--- src/rtl/mpcm_pkg.sv ---
// shared types, constants and md5 helper functions for the pin matcher
package mpcm_pkg;

	// field widths
	localparam int CAND_W     = 14;
	localparam int BCD_DIGS   = 5;
	localparam int BCD_W      = BCD_DIGS * 4;
	localparam int DD_HALF    = CAND_W / 2;
	localparam int MAX_DIGITS = 8;
	localparam int DIGVEC_W   = MAX_DIGITS * 4;
	localparam int DIGITS_DEF = 4;
	localparam int TDATA_W    = 16;
	localparam int CFG_W      = 64;
	localparam int CFG_IDX_W  = 1;
	localparam int ROUNDS     = 64;

	// configuration register indexes
	localparam logic [CFG_IDX_W-1:0] CFG_TARGET_LO = 1'b0;
	localparam logic [CFG_IDX_W-1:0] CFG_TARGET_HI = 1'b1;

	// md5 initial state
	localparam logic [31:0] MD5_IV_A = 32'h67452301;
	localparam logic [31:0] MD5_IV_B = 32'hefcdab89;
	localparam logic [31:0] MD5_IV_C = 32'h98badcfe;
	localparam logic [31:0] MD5_IV_D = 32'h10325476;

	// round constants
	localparam logic [31:0] MD5_K [ROUNDS] = '{
		32'hd76aa478, 32'he8c7b756, 32'h242070db, 32'hc1bdceee,
		32'hf57c0faf, 32'h4787c62a, 32'ha8304613, 32'hfd469501,
		32'h698098d8, 32'h8b44f7af, 32'hffff5bb1, 32'h895cd7be,
		32'h6b901122, 32'hfd987193, 32'ha679438e, 32'h49b40821,
		32'hf61e2562, 32'hc040b340, 32'h265e5a51, 32'he9b6c7aa,
		32'hd62f105d, 32'h02441453, 32'hd8a1e681, 32'he7d3fbc8,
		32'h21e1cde6, 32'hc33707d6, 32'hf4d50d87, 32'h455a14ed,
		32'ha9e3e905, 32'hfcefa3f8, 32'h676f02d9, 32'h8d2a4c8a,
		32'hfffa3942, 32'h8771f681, 32'h6d9d6122, 32'hfde5380c,
		32'ha4beea44, 32'h4bdecfa9, 32'hf6bb4b60, 32'hbebfbc70,
		32'h289b7ec6, 32'heaa127fa, 32'hd4ef3085, 32'h04881d05,
		32'hd9d4d039, 32'he6db99e5, 32'h1fa27cf8, 32'hc4ac5665,
		32'hf4292244, 32'h432aff97, 32'hab9423a7, 32'hfc93a039,
		32'h655b59c3, 32'h8f0ccc92, 32'hffeff47d, 32'h85845dd1,
		32'h6fa87e4f, 32'hfe2ce6e0, 32'ha3014314, 32'h4e0811a1,
		32'hf7537e82, 32'hbd3af235, 32'h2ad7d2bb, 32'heb86d391
	};

	// rotate amounts
	localparam int MD5_ROT [ROUNDS] = '{
		7, 12, 17, 22, 7, 12, 17, 22, 7, 12, 17, 22, 7, 12, 17, 22,
		5, 9, 14, 20, 5, 9, 14, 20, 5, 9, 14, 20, 5, 9, 14, 20,
		4, 11, 16, 23, 4, 11, 16, 23, 4, 11, 16, 23, 4, 11, 16, 23,
		6, 10, 15, 21, 6, 10, 15, 21, 6, 10, 15, 21, 6, 10, 15, 21
	};

	// valid bit and candidate that travel down the pipeline
	typedef struct packed {
		logic              valid;
		logic [CAND_W-1:0] cand;
	} mpcm_tag_t;

	// working state of one round, tp holds a + k + m for the coming round
	typedef struct packed {
		logic [31:0] a;
		logic [31:0] b;
		logic [31:0] c;
		logic [31:0] d;
		logic [31:0] tp;
	} md5_st_t;

	// message word index used by a round
	function automatic int md5_g(input int r);
		int g;
		if (r < 16) begin
			g = r;
		end else if (r < 32) begin
			g = (5 * r + 1) & 15;
		end else if (r < 48) begin
			g = (3 * r + 5) & 15;
		end else begin
			g = (7 * r) & 15;
		end
		return g;
	endfunction

	// rotate left by a constant amount of 1..31
	function automatic logic [31:0] rotl32(input logic [31:0] x, input int s);
		return (x << s) | (x >> (32 - s));
	endfunction

	// one double-dabble step: adjust the digits, then shift in the next bit
	function automatic logic [BCD_W-1:0] dd_step(input logic [BCD_W-1:0] bcd, input logic bin);
		logic [BCD_W-1:0] adj;
		adj = bcd;
		for (int k = 0; k < BCD_DIGS; k++) begin
			if (adj[4*k +: 4] >= 4'd5) begin
				adj[4*k +: 4] = adj[4*k +: 4] + 4'd3;
			end
		end
		return {adj[BCD_W-2:0], bin};
	endfunction

	// word w of the single padded block holding nd ascii digits
	function automatic logic [31:0] msg_word(input logic [DIGVEC_W-1:0] chars, input int nd,
			input int w);
		logic [31:0] word;
		int idx;
		word = '0;
		for (int k = 0; k < 4; k++) begin
			idx = 4 * w + k;
			if (idx < nd) begin
				word[8*k +: 8] = {4'h3, chars[4*idx[2:0] +: 4]};
			end else if (idx == nd) begin
				word[8*k +: 8] = 8'h80;
			end else if (idx == 56) begin
				word[8*k +: 8] = 8'(nd * 8);
			end
		end
		return word;
	endfunction

endpackage

--- src/rtl/mpcm_round.sv ---
// one md5 round as one pipeline stage
module mpcm_round #(
	parameter int DIGITS = mpcm_pkg::DIGITS_DEF,
	parameter int RND    = 0
) (
	input  logic                clk,
	input  logic                arst_n,
	input  logic                advance,
	input  mpcm_pkg::mpcm_tag_t up_tag,
	input  mpcm_pkg::md5_st_t   up_st,
	input  logic [DIGITS*4-1:0] up_dig,
	output mpcm_pkg::mpcm_tag_t dn_tag,
	output mpcm_pkg::md5_st_t   dn_st,
	output logic [DIGITS*4-1:0] dn_dig
);
	import mpcm_pkg::*;

	localparam int DW  = DIGITS * 4;
	localparam int GRP = RND / 16;
	localparam int NXT = (RND + 1) % ROUNDS;

	mpcm_tag_t     tag_s1;
	md5_st_t       st_s1;
	logic [DW-1:0] dig_s1;
	logic [31:0]   fun, sum, b_new, tp_new;

	// round function of this group
	always_comb begin
		case (GRP)
			0:       fun = (up_st.b & up_st.c) | (~up_st.b & up_st.d);
			1:       fun = (up_st.d & up_st.b) | (~up_st.d & up_st.c);
			2:       fun = up_st.b ^ up_st.c ^ up_st.d;
			default: fun = up_st.c ^ (up_st.b | ~up_st.d);
		endcase
	end

	// new b, and a + k + m precomputed for the next round (next a is d)
	assign sum    = fun + up_st.tp;
	assign b_new  = up_st.b + rotl32(sum, MD5_ROT[RND]);
	assign tp_new = up_st.d + MD5_K[NXT] + msg_word(DIGVEC_W'(up_dig), DIGITS, md5_g(NXT));

	always_ff @(posedge clk or negedge arst_n) begin
		if (!arst_n) begin
			tag_s1 <= '0;
		end else if (advance) begin
			tag_s1 <= up_tag;
		end
	end

	always_ff @(posedge clk) begin
		if (advance) begin
			st_s1.a  <= up_st.d;
			st_s1.b  <= b_new;
			st_s1.c  <= up_st.b;
			st_s1.d  <= up_st.c;
			st_s1.tp <= tp_new;
			dig_s1   <= up_dig;
		end
	end

	assign dn_tag = tag_s1;
	assign dn_st  = st_s1;
	assign dn_dig = dig_s1;

endmodule

--- config.mk ---
export PLATFORM = sky130hd
export DESIGN_NAME = mpcm_round
export DESIGN_NICKNAME = d
export VERILOG_FILES = /design/src/rtl/mpcm_pkg.sv /design/src/rtl/mpcm_round.sv
export SDC_FILE = /design/constraint.sdc
export NUM_CORES = 1
export LEC_CHECK = 0
export BUFFER_PORTS_ARGS = -buffer_cell sky130_fd_sc_hd__buf_2
export CORE_UTILIZATION = 45
export CTS_CLUSTER_DIAMETER = 120
export DETAILED_ROUTE_END_ITERATION = 8
export PLACE_DENSITY = 0.74
export SETUP_SLACK_MARGIN = 0.1
export SLEW_MARGIN = 30
export SYNTH_ARGS = -nofsm -noshare
export SYNTH_HDL_FRONTEND = slang
export SYNTH_SLANG_ARGS = --single-unit
--- constraint.sdc ---
create_clock -name clk -period 2.1 [get_ports clk]
set_input_delay 0.105 -clock clk [delete_from_list [all_inputs] [get_ports clk]]
set_output_delay 0.105 -clock clk [all_outputs]
set_load 0.02 [all_outputs]
Word-level counts from Yosys, hierarchy flattened
Index checks and enable logic that the tools add are counted.

storage, ports and cells
  register bits = 191
  bits of input ports = 194
  logic and storage cells = 17

operators by class
  add/subtract/negate cells = 4
  bitwise logic cells = 5

operators by type and width
  operator                                       number
  adder 32 bit                                   2
  bitwise AND 32 bit                             2
  adder 32 bit, second input constant            1
  adder 32 x 8 -> 32 bit, second input constant  1
  NOT 32 bit                                     1
  OR 32 bit                                      1
  OR 32 x 7 -> 32 bit                            1

Logic depth before layout (Yosys ltp)
  depth in word-level cells = 6
  depth in mapped cells = 19
  depth with buffers taken out = 19

Least setup slack after synthesis
OpenSTA, ideal clock, no wires.

  path type = input -> register
  from = in up_st[96] in the netlist's numbering
  to = reg st_s1 (netlist bit dn_st[124]) (data pin)
  setup time = 275 ps
  arrival time = 4017 ps
  data required time = 1825 ps
  path slack = -2193 ps
  stages = 17
  path buffers = 0
  cell sequence = mux2_2 -> ha_1 -> fa_1 -> a211oi_1 -> nor3_1 -> a211oi_1 -> o31ai_2 -> o21ai_1 -> mux2i_1 -> o211ai_1 -> ha_1 -> o21ai_0 -> o31ai_4 -> a21oi_2 -> o41ai_4 -> a2111oi_1 -> a311oi_1

on the way
  longest elaborated chain between the ends = 6
  elaborated cells between the ends (all ways) = 7
  those cells by class = add/sub: 2; bitwise: 5

RTL lines
  element              line              source
  from (decl)          mpcm_round.sv:10  input mpcm_pkg::md5_st_t up_st,
  NOT 32 bit           mpcm_round.sv:30  0: fun = (up_st.b & up_st.c) | (~up_st.b & up_st.d);
  bitwise AND 32 bit   mpcm_round.sv:30
  OR 32 bit            mpcm_round.sv:30
  adder 32 bit         mpcm_round.sv:38  assign sum = fun + up_st.tp;
  OR 32 x 7 -> 32 bit  mpcm_pkg.sv:87    return (x << s) | (x >> (32 - s));
  adder 32 bit (*)     mpcm_round.sv:39  assign b_new = up_st.b + rotl32(sum, MD5_ROT[RND]);
  named net b_new[28]  mpcm_round.sv:25  logic [31:0] fun, sum, b_new, tp_new;
  to (decl)            mpcm_round.sv:23  md5_st_t st_s1;

The timed path passes the listed nets; every way through them passes the cells marked *.
A chain may end at the register's enable or synchronous reset.

Final worst setup path
Ends and elaborated chain as after synthesis.

==> reports/results.tsv <==
stage	metric	value	unit
clocking	CTS Buffer Depth	2	
yosys	Top FF cell, synth	edfxtp_1	
clocking	CTS tree	done	
floorplan	Initial Utilization	0.464	
cells_and_area	nets	1849	
yosys	Post-Synthesis Cells	827	
yosys	number of synthesized register bits	190	
clocking	Num CTS Buffers	17	
timing	worst hold slack	0.0106	ns
min_path	Hold Path Class	in -> reg	
yosys	Avg Inst Size Synth	12.4	um^2
outcome	failing checks	setup timing	
placed_design	Post-DP Area	0.0146	mm^2
timing	endpoints failing hold	0	
placed_design	Post-DP HPWL	25300	um
yosys	ys async rst share	0.0789	
outcome	status	complete, but fails checks	
global_route	initial antenna violation count	3	
yosys	Ys Warns	0	
floorplan	FP Rows	54	
min_path	Hold Path Origin	up_st[115]	
route	DR DRC count	0	
timing	RSZ-0062 raised after global routing	true	
pwr	Cell Pwr Density	880	mW/mm^2
critical_path	Worst Reg-to-Reg Cells	1	
clocking	clk sinks	190	
cells_and_area	fill cell count	1379	
critical_path	FF-to-FF End	dn_tag[12]	
global_route	total congestion overflow	0	
route	1st-iter DRT viols	640	
placed_design	Port Buffers	352	
timing	Final Max Slew Viols	0	
route	Final ANT Viol Nets	0	
flow_run	maxcap violations	0	
cells_and_area	area of the multi-input gates	0.00521	mm^2
clocking	htree depth	4	
clocking	CTS clk-pin slew, worst paths	0.07	ns
placed_design	pre-CTS setup slack	-2.50	ns
route	WL/cell	19.4	um
yosys	Synth Net Count	1086	
floorplan	core area	0.0221	mm^2
route	final WL	36600	um
min_path	Worst Hold Endpoint	dn_st[83]	
yosys	most frequent cells after synthesis	edfxtp_1, a21oi_1, nand2_1	
yosys	top cells by area, synth	edfxtp_1, ha_1, mux2_2	
route	Via density	5.35	
cells_and_area	area of all placed cells without fillers	0.0172	mm^2
floorplan	die area	0.0234	mm^2
critical_path	R2R Setup Slk	1.30	ns
timing	fin crit share	1.91	
clocking	CTS root buffer	clkbuf_16	
global_route	vias in the first global route	10300	
yosys	register area share after synthesis	0.549	
yosys	synthesized cell area	0.0103	mm^2
timing	post-route setup TNS	-48.51	ns
timing	Peak Freq	250	MHz
placed_design	gpl congestion	0.917	
yosys	area leader, netlist	edfxtp_1	
floorplan	Die Height	153	um
route	first-pass iteration count of the detailed router	7	
yosys	Synth top area share	0.513	
cells_and_area	P&R area growth vs syn	67.4	%
timing	worst slew pin tran	0.507	ns
pwr	worst vdd ir	0.000597	V
timing	Rel. slew slack	0.661	
timing	fin worst setup slack	-1.90	ns
global_route	gr usage total	0.306	
yosys	Cell variety after synth	60	
clocking	Worst-Skew Late Latency	0.43	ns
critical_path	Worst Path Max Fanout	6	
critical_path	critical path type	in -> reg	
critical_path	Critical Path Start Type	input port	
floorplan	Die Width	153	um
critical_path	element type at the critical path end	flip-flop	
min_path	worst hold stages	2	
timing	Final min period	4.00	ns
timing	Worst Skew	0	ns
critical_path	start of the worst register-to-register path	dn_tag[12]	
floorplan	number of I/O pins	385	
yosys	top-count cell post-synth	edfxtp_1	
route	vias	10100	
critical_path	worst path arrival time	4.18	ns
global_route	global-route wire length before repair	55400	um
yosys	number of synthesized flops with an enable pin	175	
timing	Setup violations, final	32	
global_route	largest net degree at the start of global routing	67	
pwr	LEAKAGE	7.67	nW
cells_and_area	layout cells sized above 1	0.528	
critical_path	WP data required	2.27	ns
cells_and_area	Storage cell area	0.00563	mm^2
layer usage:
layer | GRT usage | routed length [um] | up-vias | share of wire
met4 | 0.136 | 1400 | 2 | 0.038
li1 | - | - | 4672 | -
met2 | 0.547 | 18700 | 432 | 0.51
met5 | 0 | 13 | - | 0.00036
met3 | 0.0587 | 2060 | 103 | 0.056
met1 | 0.357 | 14400 | 4867 | 0.39
through the flow:
stage,utilization,cells,power (mW)
after floorplan,-,827,8.15
after CTS,0.760,1868,14.7
after global placement,0.662,1704,10.7
after global routing,0.777,1885,15.7
final,0.777,1885,15.1
after detailed placement,0.662,1704,10.8
report_power, final:
group	internal, mW	total [mW]	switching, mW
clock network	1.71	3.33	1.62
registers	4.82	4.98	0.161
logic	3.19	6.80	3.61
kinds of logic (layout without fill, tap and decap cells):
kind of cell,count (synthesis),count (layout),share of synthesized area
other,0,2,0
XOR/XNOR,82,82,0.0700
AND/OR/NAND/NOR,186,186,0.0866
adder cells (fa/ha/maj),65,65,0.0808
buffers and inverters,39,815,0.0148
multiplexers,48,48,0.0523
flip-flops,190,190,0.549
AO/OA/AOI/OAI,217,217,0.146
flip-flops by register name (all words and copies together), names as in the netlist:
register  cells
dn_dig       16
dn_st       159
dn_tag       15
cell usage in the layout, fill, tap and decap left out, types with 28 or more instances in the layout:
cell	n
nand2_1	59
o21ai_0	28
ha_1	44
nor2_1	39
dlygate4sd3_1	113
buf_2	347
edfxtp_1	175
mux2_2	38
a21oi_1	47
buf_4	280
xnor2_1	40
xor2_1	33
layout make-up:
class / count / share of cell area
Tap cell: 280 / 0.0204
Sequential cell: 190 / 0.328
Clock buffer: 17 / 0.0248
Clock inverter: 15 / 0.0101
Inverter: 17 / 0.00372
Multi-Input combinational cell: 598 / 0.303
Antenna cell: 2 / 0.000292
Timing Repair Buffer: 766 / 0.309
worst max-delay path by stage:
stage,from,endpoint,slack [ns],depth (start not counted)
after floorplan,up_st[96],dn_st[123],-1.74,18
after global placement,up_st[99],dn_st[126],-2.47,18
after detailed placement,up_st[99],dn_st[126],-2.50,18
after CTS,up_st[99],dn_st[124],-1.83,18
after global routing,up_st[96],dn_st[124],-2.00,20
final,up_st[96],dn_st[124],-1.90,22
what timing repair did:
action | in CTS | in global routing
endpoints found under the hold margin | 127 | 1
pin swaps | 30 | 26
gates resized for setup | 58 | 46
setup buffers | 23 | 15
endpoints found under the setup margin | 32 | 34
hold buffers | 112 | 1
worst max-delay path, stage by stage:
cell and delay (ns):
buf_6 0.10, mux2_4 0.30, ha_4 0.16, fa_2 0.37
a211oi_4 0.30, buf_4 0.16, buf_4 0.09, nor2_1 0.05
a31o_2 0.28, o21ai_0 0.20, buf_4 0.15, xnor2_1 0.18
ha_1 0.33, buf_4 0.18, nand2_1 0.09, nor2_1 0.07
a221oi_2 0.30, buf_4 0.18, o41ai_4 0.06, buf_6 0.14
a2111oi_4 0.28, a311oi_1 0.08
Power figures use the tool's default switching activity.
