--- src/rtl/mpcm_pkg.sv ---
// shared types, constants and md5 helper functions for the pin matcher
package mpcm_pkg;

	// field widths
	localparam int CAND_W     = 14;
	localparam int BCD_DIGS   = 5;
	localparam int BCD_W      = BCD_DIGS * 4;
	localparam int DD_HALF    = CAND_W / 2;
	localparam int MAX_DIGITS = 8;
	localparam int DIGVEC_W   = MAX_DIGITS * 4;
	localparam int DIGITS_DEF = 4;
	localparam int TDATA_W    = 16;
	localparam int CFG_W      = 64;
	localparam int CFG_IDX_W  = 1;
	localparam int ROUNDS     = 64;

	// configuration register indexes
	localparam logic [CFG_IDX_W-1:0] CFG_TARGET_LO = 1'b0;
	localparam logic [CFG_IDX_W-1:0] CFG_TARGET_HI = 1'b1;

	// md5 initial state
	localparam logic [31:0] MD5_IV_A = 32'h67452301;
	localparam logic [31:0] MD5_IV_B = 32'hefcdab89;
	localparam logic [31:0] MD5_IV_C = 32'h98badcfe;
	localparam logic [31:0] MD5_IV_D = 32'h10325476;

	// round constants
	localparam logic [31:0] MD5_K [ROUNDS] = '{
		32'hd76aa478, 32'he8c7b756, 32'h242070db, 32'hc1bdceee,
		32'hf57c0faf, 32'h4787c62a, 32'ha8304613, 32'hfd469501,
		32'h698098d8, 32'h8b44f7af, 32'hffff5bb1, 32'h895cd7be,
		32'h6b901122, 32'hfd987193, 32'ha679438e, 32'h49b40821,
		32'hf61e2562, 32'hc040b340, 32'h265e5a51, 32'he9b6c7aa,
		32'hd62f105d, 32'h02441453, 32'hd8a1e681, 32'he7d3fbc8,
		32'h21e1cde6, 32'hc33707d6, 32'hf4d50d87, 32'h455a14ed,
		32'ha9e3e905, 32'hfcefa3f8, 32'h676f02d9, 32'h8d2a4c8a,
		32'hfffa3942, 32'h8771f681, 32'h6d9d6122, 32'hfde5380c,
		32'ha4beea44, 32'h4bdecfa9, 32'hf6bb4b60, 32'hbebfbc70,
		32'h289b7ec6, 32'heaa127fa, 32'hd4ef3085, 32'h04881d05,
		32'hd9d4d039, 32'he6db99e5, 32'h1fa27cf8, 32'hc4ac5665,
		32'hf4292244, 32'h432aff97, 32'hab9423a7, 32'hfc93a039,
		32'h655b59c3, 32'h8f0ccc92, 32'hffeff47d, 32'h85845dd1,
		32'h6fa87e4f, 32'hfe2ce6e0, 32'ha3014314, 32'h4e0811a1,
		32'hf7537e82, 32'hbd3af235, 32'h2ad7d2bb, 32'heb86d391
	};

	// rotate amounts
	localparam int MD5_ROT [ROUNDS] = '{
		7, 12, 17, 22, 7, 12, 17, 22, 7, 12, 17, 22, 7, 12, 17, 22,
		5, 9, 14, 20, 5, 9, 14, 20, 5, 9, 14, 20, 5, 9, 14, 20,
		4, 11, 16, 23, 4, 11, 16, 23, 4, 11, 16, 23, 4, 11, 16, 23,
		6, 10, 15, 21, 6, 10, 15, 21, 6, 10, 15, 21, 6, 10, 15, 21
	};

	// valid bit and candidate that travel down the pipeline
	typedef struct packed {
		logic              valid;
		logic [CAND_W-1:0] cand;
	} mpcm_tag_t;

	// working state of one round, tp holds a + k + m for the coming round
	typedef struct packed {
		logic [31:0] a;
		logic [31:0] b;
		logic [31:0] c;
		logic [31:0] d;
		logic [31:0] tp;
	} md5_st_t;

	// message word index used by a round
	function automatic int md5_g(input int r);
		int g;
		if (r < 16) begin
			g = r;
		end else if (r < 32) begin
			g = (5 * r + 1) & 15;
		end else if (r < 48) begin
			g = (3 * r + 5) & 15;
		end else begin
			g = (7 * r) & 15;
		end
		return g;
	endfunction

	// rotate left by a constant amount of 1..31
	function automatic logic [31:0] rotl32(input logic [31:0] x, input int s);
		return (x << s) | (x >> (32 - s));
	endfunction

	// one double-dabble step: adjust the digits, then shift in the next bit
	function automatic logic [BCD_W-1:0] dd_step(input logic [BCD_W-1:0] bcd, input logic bin);
		logic [BCD_W-1:0] adj;
		adj = bcd;
		for (int k = 0; k < BCD_DIGS; k++) begin
			if (adj[4*k +: 4] >= 4'd5) begin
				adj[4*k +: 4] = adj[4*k +: 4] + 4'd3;
			end
		end
		return {adj[BCD_W-2:0], bin};
	endfunction

	// word w of the single padded block holding nd ascii digits
	function automatic logic [31:0] msg_word(input logic [DIGVEC_W-1:0] chars, input int nd,
			input int w);
		logic [31:0] word;
		int idx;
		word = '0;
		for (int k = 0; k < 4; k++) begin
			idx = 4 * w + k;
			if (idx < nd) begin
				word[8*k +: 8] = {4'h3, chars[4*idx[2:0] +: 4]};
			end else if (idx == nd) begin
				word[8*k +: 8] = 8'h80;
			end else if (idx == 56) begin
				word[8*k +: 8] = 8'(nd * 8);
			end
		end
		return word;
	endfunction

endpackage

--- src/rtl/mpcm_tail.sv ---
// digest finish, target compare and output skid buffer
module mpcm_tail (
	input  logic                           clk,
	input  logic                           arst_n,
	input  mpcm_pkg::mpcm_tag_t            up_tag,
	input  mpcm_pkg::md5_st_t              up_st,
	input  logic [mpcm_pkg::CFG_W-1:0]     target_lo,
	input  logic [mpcm_pkg::CFG_W-1:0]     target_hi,
	output logic                           advance,
	output logic                           m_axis_tvalid,
	input  logic                           m_axis_tready,
	output logic [mpcm_pkg::TDATA_W-1:0]   m_axis_tdata
);
	import mpcm_pkg::*;

	mpcm_tag_t          tag_s1, tag_s2;
	logic [31:0]        h0_s1, h1_s1, h2_s1, h3_s1;
	logic               match_s2;
	logic               out_vld_q, spr_vld_q;
	logic [TDATA_W-1:0] out_dat_q, spr_dat_q;
	logic [TDATA_W-1:0] push_dat;
	logic               push, out_free;

	// pipeline moves while the spare slot is empty
	assign advance  = !spr_vld_q;
	assign push     = advance && tag_s2.valid;
	assign out_free = !out_vld_q || m_axis_tready;
	assign push_dat = {1'b0, match_s2, tag_s2.cand};

	// final add then compare
	always_ff @(posedge clk or negedge arst_n) begin
		if (!arst_n) begin
			tag_s1 <= '0;
			tag_s2 <= '0;
		end else if (advance) begin
			tag_s1 <= up_tag;
			tag_s2 <= tag_s1;
		end
	end

	always_ff @(posedge clk) begin
		if (advance) begin
			h0_s1    <= MD5_IV_A + up_st.a;
			h1_s1    <= MD5_IV_B + up_st.b;
			h2_s1    <= MD5_IV_C + up_st.c;
			h3_s1    <= MD5_IV_D + up_st.d;
			match_s2 <= ({h1_s1, h0_s1} == target_lo) && ({h3_s1, h2_s1} == target_hi);
		end
	end

	// output register with one spare slot
	always_ff @(posedge clk or negedge arst_n) begin
		if (!arst_n) begin
			out_vld_q <= 1'b0;
			spr_vld_q <= 1'b0;
		end else if (out_free) begin
			out_vld_q <= spr_vld_q || push;
			spr_vld_q <= 1'b0;
		end else if (push) begin
			spr_vld_q <= 1'b1;
		end
	end

	always_ff @(posedge clk) begin
		if (out_free) begin
			out_dat_q <= spr_vld_q ? spr_dat_q : push_dat;
		end else if (push) begin
			spr_dat_q <= push_dat;
		end
	end

	assign m_axis_tvalid = out_vld_q;
	assign m_axis_tdata  = out_dat_q;

endmodule

--- config.mk ---
export PLATFORM = sky130hd
export DESIGN_NAME = mpcm_tail
export DESIGN_NICKNAME = d
export VERILOG_FILES = /design/src/rtl/mpcm_pkg.sv /design/src/rtl/mpcm_tail.sv
export SDC_FILE = /design/constraint.sdc
export NUM_CORES = 1
export LEC_CHECK = 0
export ABC_CLOCK_PERIOD_IN_PS = 4800
export BUFFER_PORTS_ARGS = -buffer_cell sky130_fd_sc_hd__buf_2
export CAP_MARGIN = 20
export CORE_AREA = 2 2 157 159
export CTS_BUF_LIST = sky130_fd_sc_hd__clkbuf_2 sky130_fd_sc_hd__clkbuf_4 sky130_fd_sc_hd__clkbuf_8
export CTS_CLUSTER_DIAMETER = 120
export DETAILED_ROUTE_END_ITERATION = 12
export DIE_AREA = 0 0 159 161
export PLACE_DENSITY = 0.69
export SYNTH_ARGS = -nofsm -noshare
export SYNTH_HDL_FRONTEND = slang
export SYNTH_SLANG_ARGS = --single-unit
--- constraint.sdc ---
create_clock -name clk -period 4.8 [get_ports clk]
set_input_delay 0.48 -clock clk [delete_from_list [all_inputs] [get_ports clk]]
set_output_delay 0.48 -clock clk [all_outputs]
set_load 0.05 [all_outputs]
Word level (Yosys, flattened, before mapping):

Index checks and enable logic that the tools add are counted.

* logic and storage cells: 31
* flip-flop bits (word level): 191
* output and inout bits: 18
* input port bits: 306

* equality and inequality tests: 2
* add/subtract/negate cells: 4
* reduce and logical (&&, ||, !) cells: 8
* mux-type cells: 3
* bitwise operators: 1

Operators by type and width (count)
* $eq 64x64->1: 2
* $add 32x32->32 const A: 2
* $add 29x32->32 const A: 1
* $add 31x32->32 const A: 1
* $mux 15: 1
* $logic_and 1x1->1: 2
* $logic_not 1->1: 2
* $logic_or 1x1->1: 2
* $mux 1: 2
* $reduce_and 2->1: 1
* $reduce_bool 2->1: 1
* $not 1->1: 1

Depth between registers and ports, before layout:

Gate-level depths: netlist of the first run.

* word-level depth: 4
* depth in mapped cells: 7
* mapped depth without buffers: 7

Worst setup path before layout of the first run:

No wires, ideal clock.

* kind: reg-to-reg
* from: reg spr_vld_q
* to: reg h0_s1[0] (enable)
* setup time: 0.496 ns
* path buffers: 2
* cell stages (with the launch flop): 4
* setup slack: 0.662 ns
* data arrival time: 3.642 ns
* clock period less this slack: 4.138 ns
* path through: dfrtp_1 > clkbuf_1 > buf_1 > inv_1

RTL lines
* from (decl): line mpcm_tail.sv:19 `logic out_vld_q, spr_vld_q;`
* from (signal assigned): line mpcm_tail.sv:55 `spr_vld_q <= 1'b0;`
* from (signal assigned): line mpcm_tail.sv:58 `spr_vld_q <= 1'b0;`
* from (signal assigned): line mpcm_tail.sv:60 `spr_vld_q <= 1'b1;`
* to (signal assigned): line mpcm_tail.sv:43 `h0_s1 <= MD5_IV_A + up_st.a;`
* to (decl): line mpcm_tail.sv:17 `logic [31:0] h0_s1, h1_s1, h2_s1, h3_s1;`

No word-level cell between the ends.

Final worst setup path of the first run:

* from: reg spr_vld_q
* to: out advance

* longest elaborated chain between the ends: 1

RTL lines
* $logic_not 1->1: line mpcm_tail.sv:25 `assign advance = !spr_vld_q;`
* to (decl): line mpcm_tail.sv:9 `output logic advance,`

No other way between the ends.

==> metrics.yaml, run 1 <==
status: "complete, no violations"
p_per_area_mw_per_mm2: 435.3
rsz0062_at_grt: "no"
cts_hold_buf: 0
core_area_mm2: 0.02396
post_cts_buffers: 0
track_usage_pct: 22.40
final-hold-violation-count: 0
initial_core_util_pct: 43.35
cp_top_family: "flip-flops"
slew_headroom_pct: 31.46
grt_pass1_wl_um: 42830
drt-initial-drc-count: 530
end_kind: "primary output"
synthFlopType: "edfxtp_1"
cts.path.max_buffers: 2
yosysTopAreaCellShare_pct: 45.96
dpl.hpwl_um: 22620
synth_cells: 861
worstMarginPinSlew_ns: 1.028
ys_warn_count: 0
grt_overflow_total: 0
yosys_register_bits: 191
io_buffers: 290
grt_pass1_vias: 7566
arrival_ns: 2.32
start_kind: "flip-flop"
synthTopCellsByCount: "159 x edfxtp_1, 149 x xnor2_1, 79 x xor2_1"
final.period_utilization_pct: 58.33
wl_per_cell_um: 18.99
finClkSkew_ns: 0.03482
synth_top_cells_by_area: "edfxtp_1 46%, xnor2_1 13%, dfrtp_1 7.7%"
path_cells: "inv_4, buf_2"
ioPinCount: 324
cts_tree: "yes"
drive_gt1_share_pct: 33.30
crit_buf_inv: 2
viasPerCell: 5.163
cts_resized: 0
setup_tns_ns: 0
fin_util_pct: 52.88
finalSetupViolations: 0
synth.avg_cell_area_um2: 12.07
crit_type: "flip-flop to primary output"
peakVddDrop_mv: 0.3173
die_w_um: 159
ys_seq_area_share_pct: 53.67
path_clk_slew_ns: 0.12
finalPower_w: 0.005517
min_path_type: "input port to async pin"
synth_edf_count: 159
p_leak_nw: 4.928
cts-buffers-inserted: 17
critPathSlowestCell: "dfrtp_2"
htreeDepth: 4
clock.fmax_ghz: 0.3572
crit_required_ns: 4.32
gp_congestion: 0.8489
cts_root_buf: "clkbuf_8"
yosysUniqueCellTypes: 64
grt_start_max_net_pins: 99
synth.largest_area_cell: "edfxtp_1"
final_max_slew_viol_count: 0
numClockSinks: 191
fin_nets: 1465
rows: 57
critical_path.max_fanout: 48
area_growth_pct: 21.98
fin_crit_ns: 2.800
async_reset_ff_share_pct: 16.75
yosysMostFrequentCell: "edfxtp_1"
syn_nets: 1171
hold_slack_ns: 0.05836
drt-total-wl_um: 28550
vias: 7760
max_stage_delay_ns: 1.06
maxCapViolCount: 0
synthesis.area_mm2: 0.01039
route.detailed.drc: 0
ant_nets: 0
dr.pass1.iters: 7
antenna_found_initial: 14
die_y_um: 161
worst_skew_pair.late_latency_ns: 0.49
die-area_mm2: 0.02560
==> final timing paths <==
check	start	depth (start not counted)	endpoint	slack, ns
min	arst_n	1	m_axis_tvalid$_DFFE_PN0N_	0.06
min reg2reg	push_dat[5]$_DFFE_PN0N_	0	spr_dat_q[5]$_DFFE_PP_	0.48
max	spr_vld_q$_DFFE_PN0P_	2	advance	2.00
max in group asynchronous	arst_n	1	spr_vld_q$_DFFE_PN0P_	4.23
min in group clk	up_st[32]	1	h3_s1[0]$_DFFE_PN_	0.18
max reg2reg	spr_vld_q$_DFFE_PN0P_	2	h2_s1[30]$_DFFE_PN_	2.48
==> stage by stage <==
stage | setup slack (ns) | cells | area [um2]
after floorplan | 0.6623 | 861 | 10390
after global placement | 2.158 | 1460 | 12210
after detailed placement | 2.145 | 1460 | 12210
after CTS | 1.929 | 1492 | 12640
after global routing | 1.812 | 1500 | 12660
final | 2.000 | 1503 | 12670
==> state kept, by name, indices dropped and copies added, names as in the netlist <==
register       count
spr_dat_q         15
spr_vld_q          1
h3_s1             32
m_axis_tdata      15
tag_s2             1
h0_s1             32
tag_s1            15
match_s2           1
push_dat          14
h2_s1             32
h1_s1             32
m_axis_tvalid      1
==> cells by family (layout without fill, tap and decap cells) <==
family / after synthesis / after routing / share of synthesized area [%]
and+or+nand+nor: 229 / 229 / 11.91
xor gates and xnor gates: 228 / 228 / 19.22
DFF: 191 / 191 / 53.67
AOI/OAI and AO/OA: 126 / 126 / 8.322
muxes: 46 / 46 / 4.974
buffers and inverters: 36 / 343 / 1.385
adders and majority gates: 4 / 4 / 0.4818
other: 1 / 12 / 0.03610
==> report_power, final <==
part	switching, W	total (W)	internal (W)
registers	0.000296	0.00279	0.00249
logic	0.000940	0.00157	0.000630
clock network	0.000737	0.00116	0.000420
total	0.00197	0.00552	0.00354
==> worst reg2reg max path: stages (launching register included) <==
cell     delay, ns
dfrtp_2       1.06
inv_4         0.42
buf_12        0.36
==> per-layer routing <==
layer	up-vias	part of all wire, %	GRT usage (%)
li1	3789	-	-
met1	3655	43	29.44
met2	276	48	37.04
met3	32	7.2	5.675
met4	8	1.8	6.364
met5	-	0.17	0
==> final cells by class <==
type	count	area, um2
sequential	191	5577
inverter	19	73.82
clock inverter	15	201.4
antenna	11	27.53
fill	2184	11290
multi-input combinational	634	4674
timing repair buffer	292	1479
tap	324	405.4
clock buffer	17	234.0
==> layout by cell type, fill, tap and decap left out, types with 11 or more instances in the layout <==
cell / instances
a21oi_1: 27
buf_2: 290
clkbuf_8: 17
dfrtp_1: 31
diode_2: 11
edfxtp_1: 159
inv_1: 18
mux2_2: 45
nand2_1: 33
nand3_1: 23
nand4_1: 32
nor2_1: 48
nor3_1: 21
nor4_1: 19
o21ai_0: 28
xnor2_1: 149
xor2_1: 79
Power figures use the tool's default switching activity.
==> run 2, diff against run 1 <==
==> config.mk (replaced) <==
export PLATFORM = sky130hd
export DESIGN_NAME = mpcm_tail
export DESIGN_NICKNAME = d
export VERILOG_FILES = /design/src/rtl/mpcm_pkg.sv /design/src/rtl/mpcm_tail.sv
export SDC_FILE = /design/constraint.sdc
export NUM_CORES = 1
export LEC_CHECK = 0
export ABC_AREA = 1
export ABC_CLOCK_PERIOD_IN_PS = 2700
export BUFFER_PORTS_ARGS = -buffer_cell sky130_fd_sc_hd__buf_2
export CAP_MARGIN = 20
export CORE_AREA = 2 2 176 178
export CTS_BUF_LIST = sky130_fd_sc_hd__clkbuf_2 sky130_fd_sc_hd__clkbuf_4 sky130_fd_sc_hd__clkbuf_8
export CTS_CLUSTER_DIAMETER = 120
export DETAILED_ROUTE_END_ITERATION = 12
export DIE_AREA = 0 0 178 180
export PLACE_DENSITY = 0.66
export SYNTH_ARGS = -nofsm -noshare
export SYNTH_HDL_FRONTEND = slang
export SYNTH_SLANG_ARGS = --single-unit
==> constraint.sdc (replaced) <==
create_clock -name clk -period 2.7 [get_ports clk]
set_input_delay 0.27 -clock clk [delete_from_list [all_inputs] [get_ports clk]]
set_output_delay 0.27 -clock clk [all_outputs]
set_load 0.05 [all_outputs]
==> metrics.yaml, run 2 <==
path_clk_slew_ns: 0.13  # about the same
synth_cells: 1889  # +120%
power_switching_w: 0.003766  # +91%
finClkSkew_ns: 0.02432  # -0.01049 ns
cts_resized: 0  # unchanged
drt-initial-drc-count: 881  # +66%
yosysUniqueCellTypes: 42  # -34%
htreeDepth: 4  # unchanged
p_leak_nw: 8.284  # +68%
synth-xor-area-share_pct: 7.755  # -11 points
fin_cells: 2626  # +75%
cts.path.max_buffers: 2  # unchanged
dpl.hpwl_um: 28810  # +27%
yosys_register_bits: 191  # unchanged
multiInputGateArea_mm2: 0.006342  # +36%
slew_headroom_pct: 52.29  # +21 points
gp_congestion: 0.9447  # +11%
seqCellArea_mm2: 0.005575  # about the same
min_from: "up_st[128]"
maxCapViolCount: 0  # unchanged
peakVddDrop_mv: 0.4293  # +35%
intPower_w: 0.006082  # +72%
synth_edf_count: 159  # unchanged
cts_hold_buf: 18  # +18
track_usage_pct: 22.16  # -0.24 points
viasPerCell: 4.756  # -7.9%
start_kind: "flip-flop"
synth_compound_area_share_pct: 4.050  # -4.3 points
ys_warn_count: 0  # unchanged
cts-buffers-inserted: 17  # unchanged
cts_root_buf: "clkbuf_8"
critical_path.max_fanout: 53  # +10%
fin_nets: 2518  # +72%
async_reset_ff_share_pct: 16.75  # unchanged
place_inst: 2567  # +76%
yosysTopAreaCellShare_pct: 36.45  # -9.5 points
status: "complete, no violations"
hold_end: "h0_s1[0]$_DFFE_PN_"
end_kind: "primary output"
drive_gt1_share_pct: 15.71  # -18 points
grt_start_max_net_pins: 64  # -35%
timing.rr.start: "spr_vld_q$_DFFE_PN0P_"
seq_power_share_pct: 48.7  # -1.9 points
io_buffers: 290  # unchanged
timing.rr.end: "h1_s1[11]$_DFFE_PN_"
synth_fa_ha_area_share_pct: 0.3820  # -0.10 points
die_y_um: 180  # +12%
mostFrequentLayoutCells: "671 x nand2_1, 316 x nor2_1, 293 x inv_1"
clock.fmax_ghz: 0.5377
synth_top_family_by_area: "simple AND/OR/NAND/NOR gates"
clock_power_share_pct: 20.9  # about the same
grt_overflow_total: 0  # unchanged
p_per_area_mw_per_mm2: 626.9  # +44%
synth-simple-area-share_pct: 36.20  # +24 points
dr.pass1.iters: 5  # -2
synthTopCellsByCount: "671 x nand2_1, 316 x nor2_1, 294 x inv_1"
die-area_mm2: 0.03204  # +25%
ant_nets: 0  # unchanged
r2r_setup_slack_ns: 1.13  # -1.35 ns
synthesis.area_mm2: 0.01310  # +26%
grt_pass1_vias: 12020  # +59%
worstRegToRegCells: 2  # unchanged
worst_skew_pair.late_latency_ns: 0.49  # about the same
numClockSinks: 191  # unchanged
crit_type: "flip-flop to primary output"
post_cts_buffers: 0  # unchanged
rows: 64  # +12%
min_delay_path_depth: 2
fin_crit_ns: 1.860
final_max_slew_viol_count: 0  # unchanged
syn_nets: 2199  # +88%
startpoint: "spr_vld_q$_DFFE_PN0P_"
combPwrFrac_pct: 30.4  # +1.9 points
crit_required_ns: 2.43  # -1.89 ns
setup_tns_ns: 0  # unchanged
rsz0062_at_grt: "no"
synth.avg_cell_area_um2: 6.935  # -43%
synth_top_cells_by_area: "edfxtp_1 36%, nand2_1 19%, nor2_1 9.1%"
antenna_found_initial: 13  # -1
initial_core_util_pct: 43.39  # about the same
vias: 12490  # +61%
synthFlopType: "edfxtp_1"
ioPinCount: 324  # unchanged
final-hold-violation-count: 0  # unchanged
die_w_um: 178  # +12%
finalSetupViolations: 0  # unchanged
min_path_type: "input port to flip-flop"
worstMarginPinSlew_ns: 0.7156  # -0.3125 ns
synth.largest_area_cell: "edfxtp_1"
mostFrequentLayoutCell: "nand2_1"
grt_pass1_wl_um: 56070  # +31%
fillers: 2979  # +36%
yosysMostFrequentCell: "nand2_1"
synthMuxAreaShare_pct: 0  # -5.0 points
wl_per_cell_um: 13.40  # -29%
swShare_pct: 38.24  # +2.5 points
core_area_mm2: 0.03019  # +26%
area_growth_pct: 19.91
route.detailed.drc: 0  # unchanged
cts_tree: "yes"
ys_seq_area_share_pct: 42.56  # -11 points
final.period_utilization_pct: 68.89
arrival_ns: 1.59  # -0.73 ns
drt-total-wl_um: 35190  # +23%
-- run 2: cell types whose count changed after synthesis, sizes merged, moves of 10 or more --
cell / delta
inv: +278
mux2: -45
nand2: +640
nand3: +87
nand3b: +10
nor2: +274
nor4: -18
xnor2: -142
xor2: +30
-- run 2: cells by family after synthesis --
family	Yosys count
AO/OA/AOI/OAI	93
buffers and inverters	312
AND/OR/NAND/NOR	1172
adder cells (fa/ha/maj)	4
other	1
XOR/XNOR	116
flip-flops	191
-- run 2: critical path, cell delays in order, from the launching register on --
cell     delay (ns)
dfrtp_1        0.44
inv_6          0.31
buf_2          0.35
-- run 2: through the flow --
step	worst slack (ns)	power, W	hold slack (ns)	instance area (um2)	util (%)
floorplan	0.4623	0.006891	-0.02559	13100	-
global placement	0.9120	0.007772	0.3674	15050	49.85
detailed placement	0.8861	0.007872	0.3716	15050	49.85
CTS	0.7769	0.009943	0.006650	15690	51.96
global route	0.7059	0.01056	0.01752	15700	52.00
finish	0.8401	0.009848	0.03968	15710	52.04
-- run 2: worst max path at each step --
stage	slack (ns)	cells after the start	endpoint
finish	0.84	2	advance
global route	0.71	2	advance
CTS	0.78	2	advance
detailed placement	0.89	9	h1_s1[30]$_DFFE_PN_
global placement	0.91	9	h2_s1[29]$_DFFE_PN_
floorplan	0.46	2	spr_dat_q[0]$_DFFE_PP_
-- run 2: final cells by class --
cell class	instances	share of cell area (%)
antenna	9	0.1434
clock buffer	17	1.489
clock inverter	15	1.418
inverter	297	7.129
multi-input combinational	1386	40.37
sequential	191	35.49
tap	396	3.154
timing repair buffer	315	10.80
-- run 2: per-layer routing --
metal	up-vias	track usage [%]	wire, um
met5	-	0	30
met4	4	7.016	861
met3	58	5.097	2411
met2	378	36.87	16010
met1	5525	28.46	15870
li1	6525	-	-
-- run 2: power by group through the flow --
stage	logic, W	clock network, W	registers [W]
after global routing	0.00342	0.00222	0.00492
final	0.00300	0.00206	0.00480
after detailed placement	0.00300	0	0.00487
after CTS	0.00303	0.00211	0.00480
after global placement	0.00294	0	0.00483
after floorplan	0.00166	0	0.00523
==> run 3, diff against run 2 <==
--- a/config.mk
+++ b/config.mk
@@ -6,7 +6,7 @@
 export NUM_CORES = 1
 export LEC_CHECK = 0
 export ABC_AREA = 1
-export ABC_CLOCK_PERIOD_IN_PS = 2700
+export ABC_CLOCK_PERIOD_IN_PS = 1800
 export BUFFER_PORTS_ARGS = -buffer_cell sky130_fd_sc_hd__buf_2
 export CAP_MARGIN = 20
 export CORE_AREA = 2 2 176 178
==> constraint.sdc (replaced) <==
create_clock -name clk -period 1.8 [get_ports clk]
set_input_delay 0.18 -clock clk [delete_from_list [all_inputs] [get_ports clk]]
set_output_delay 0.18 -clock clk [all_outputs]
set_load 0.05 [all_outputs]
==> metrics.yaml, run 3 (synthesis results as in run 2) <==
peakVddDrop_mv: 0.5710  # +33%
viasPerCell: 4.765  # +0.18%
post-route-worst-setup-slack_ns: 0.07778  # -0.7623 ns
min_delay_path_depth: 2  # unchanged
grt_start_max_net_pins: 69  # +7.8%
numClockSinks: 191  # unchanged
htreeDepth: 4  # unchanged
p_leak_nw: 8.523  # +2.9%
clock.fmax_ghz: 0.5806
p_per_area_mw_per_mm2: 923.4  # +47%
mostFrequentLayoutCell: "nand2_1"
min_path_type: "input port to flip-flop"
die_w_um: 178  # unchanged
drt-total-wl_um: 36920  # +4.9%
path_clk_slew_ns: 0.14  # about the same
worstRegToRegCells: 8  # +6
die_y_um: 180  # unchanged
critical_path.max_fanout: 3  # -94%
cts_tree: "yes"
crit_type: "input port to flip-flop"
track_usage_pct: 23.43  # +1.3 points
initial_core_util_pct: 43.39  # unchanged
r2r_setup_slack_ns: 0.24  # -0.89 ns
cts_root_buf: "clkbuf_8"
dpl.hpwl_um: 29710  # +3.1%
drt-initial-drc-count: 1013  # +15%
crit_required_ns: 2.04  # -0.39 ns
cts-buffers-inserted: 17  # unchanged
timing.rr.start: "h3_s1[24]$_DFFE_PN_"
path_cells: "dlygate4sd3_1, buf_2, inv_1, ha_2, nand2_1, nor2_1, o21ai_0, buf_4, nand2_1, nand2_1, xor2_1"
drive_gt1_share_pct: 16.27  # +0.56 points
critPathSlowestCell: "dlygate4sd3_1"
maxCapViolCount: 0  # unchanged
final-hold-violation-count: 0  # unchanged
fin_util_pct: 53.95  # +1.9 points
start_kind: "input port"
final.period_utilization_pct: 95.68
fin_nets: 2571  # +2.1%
wl_per_cell_um: 13.77  # +2.8%
mostFrequentLayoutCells: "668 x nand2_1, 311 x nor2_1, 293 x inv_1"
worst_skew_pair.late_latency_ns: 0.50  # about the same
route.detailed.drc: 0  # unchanged
grt_pass1_vias: 12330  # +2.6%
finClkSkew_ns: 0.02320  # -0.001122 ns
die-area_mm2: 0.03204  # unchanged
worstMarginPinSlew_ns: 0.7127  # -0.002852 ns
min_from: "up_st[135]"
fin_crit_ns: 1.722
grt_overflow_total: 0  # unchanged
io_buffers: 290  # unchanged
fin_cells: 2681  # +2.1%
dr.pass1.iters: 7  # +2
max_stage_delay_ns: 0.54  # +0.10 ns
area_growth_pct: 24.34
finalSetupViolations: 0  # unchanged
post_cts_buffers: 0  # unchanged
rows: 64  # unchanged
ioPinCount: 324  # unchanged
cp_top_family: "buffers and inverters"
setup_tns_ns: 0  # unchanged
ant_nets: 0  # unchanged
antenna_found_initial: 15  # +2
slew_headroom_pct: 52.48  # +0.19 points
core_area_mm2: 0.03019  # unchanged
status: "complete, no violations"
startpoint: "up_st[65]"
gp_congestion: 0.9667  # +2.3%
hold_end: "h0_s1[7]$_DFFE_PN_"
end_kind: "flip-flop"
timing.rr.end: "match_s2$_DFFE_PN_"
vias: 12780  # +2.3%
final_max_slew_viol_count: 0  # unchanged
place_inst: 2577  # +0.39%
cts.path.max_buffers: 2  # unchanged
arrival_ns: 1.97  # +0.38 ns
place_ws_ns: 0.04742  # -0.8387 ns
grt_pass1_wl_um: 59120  # +5.4%
cp_common_cell: "nand2_1"
crit_buf_inv: 4  # +2
## run 3: cell count changes in the layout (fill, tap and decap cells not counted), moves of 3 or more
cell,change
dlygate4sd3_1,+43
buf_4,+9
nor2_1,-5
nand2_1,-3
nand2_2,+3
nor2_2,+3
## run 3: routing by layer
metal / vias to the layer above / global-route usage, % / part of all wire (%)
met5: - / 0 / 0.16
met2: 354 / 39.88 / 47
met4: 8 / 6.066 / 1.4
met1: 5738 / 29.84 / 44
li1: 6634 / - / -
met3: 41 / 5.393 / 7.0
## run 3: worst max path at each step
stage / end / slack (ns) / cells after the start
5_1_grt: h2_s1[21]$_DFFE_PN_ / -0.04 / 11
2_1_floorplan: spr_dat_q[0]$_DFFE_PP_ / 0.15 / 2
4_1_cts: advance / 0.05 / 3
3_3_place_gp: h3_s1[27]$_DFFE_PN_ / 0.09 / 11
3_5_place_dp: h3_s1[27]$_DFFE_PN_ / 0.05 / 11
6_report: h2_s1[21]$_DFFE_PN_ / 0.08 / 11
## run 3: cell type report
| class | count | area (um2) |
|---|---|---|
| inverter | 297 | 1120 |
| fill | 2954 | 13900 |
| clock buffer | 17 | 234.0 |
| tap | 396 | 495.5 |
| clock inverter | 15 | 222.7 |
| multi-input combinational | 1386 | 6384 |
| timing repair buffer | 368 | 2230 |
| antenna | 11 | 27.53 |
| sequential | 191 | 5575 |
## run 3: worst reg2reg max path, cell delays in order, from the launching register on
cell and delay [ns]:
edfxtp_1 0.41, xor2_1 0.15, nor2_1 0.11, nand2_1 0.11
nor2_1 0.14, nand2_1 0.12, nor2_1 0.19, nand2_1 0.09
nor2_1 0.10
## run 3: repair_timing
| item | 4_1_cts | 5_1_grt |
|---|---|---|
| hold endpoints to repair | 92 | 0 |
| pin swaps | 0 | 0 |
| gates resized for setup | 1 | 11 |
| endpoints found under the setup margin | 1 | 10 |
| hold buffers | 61 | 0 |
## run 3: per-stage QoR
| step | total power [W] | hold WS [ns] | cell area, um2 |
|---|---|---|---|
| 6_report | 0.01504 | 0.03307 | 16290 |
| 5_1_grt | 0.01607 | 0.01523 | 16280 |
| 4_1_cts | 0.01516 | 0.0006184 | 16230 |
| 3_5_place_dp | 0.01192 | 0.2859 | 15160 |
| 3_3_place_gp | 0.01175 | 0.2755 | 15160 |
| 2_1_floorplan | 0.01034 | -0.1156 | 13120 |
## run 3: power by group
group	switching [W]	total (W)	leakage, nW	internal, W
sequential	0.000645	0.00721	2.01	0.00657
clock	0.00200	0.00313	0.223	0.00113
combinational	0.00315	0.00469	6.29	0.00154
total	0.00580	0.0150	8.52	0.00924
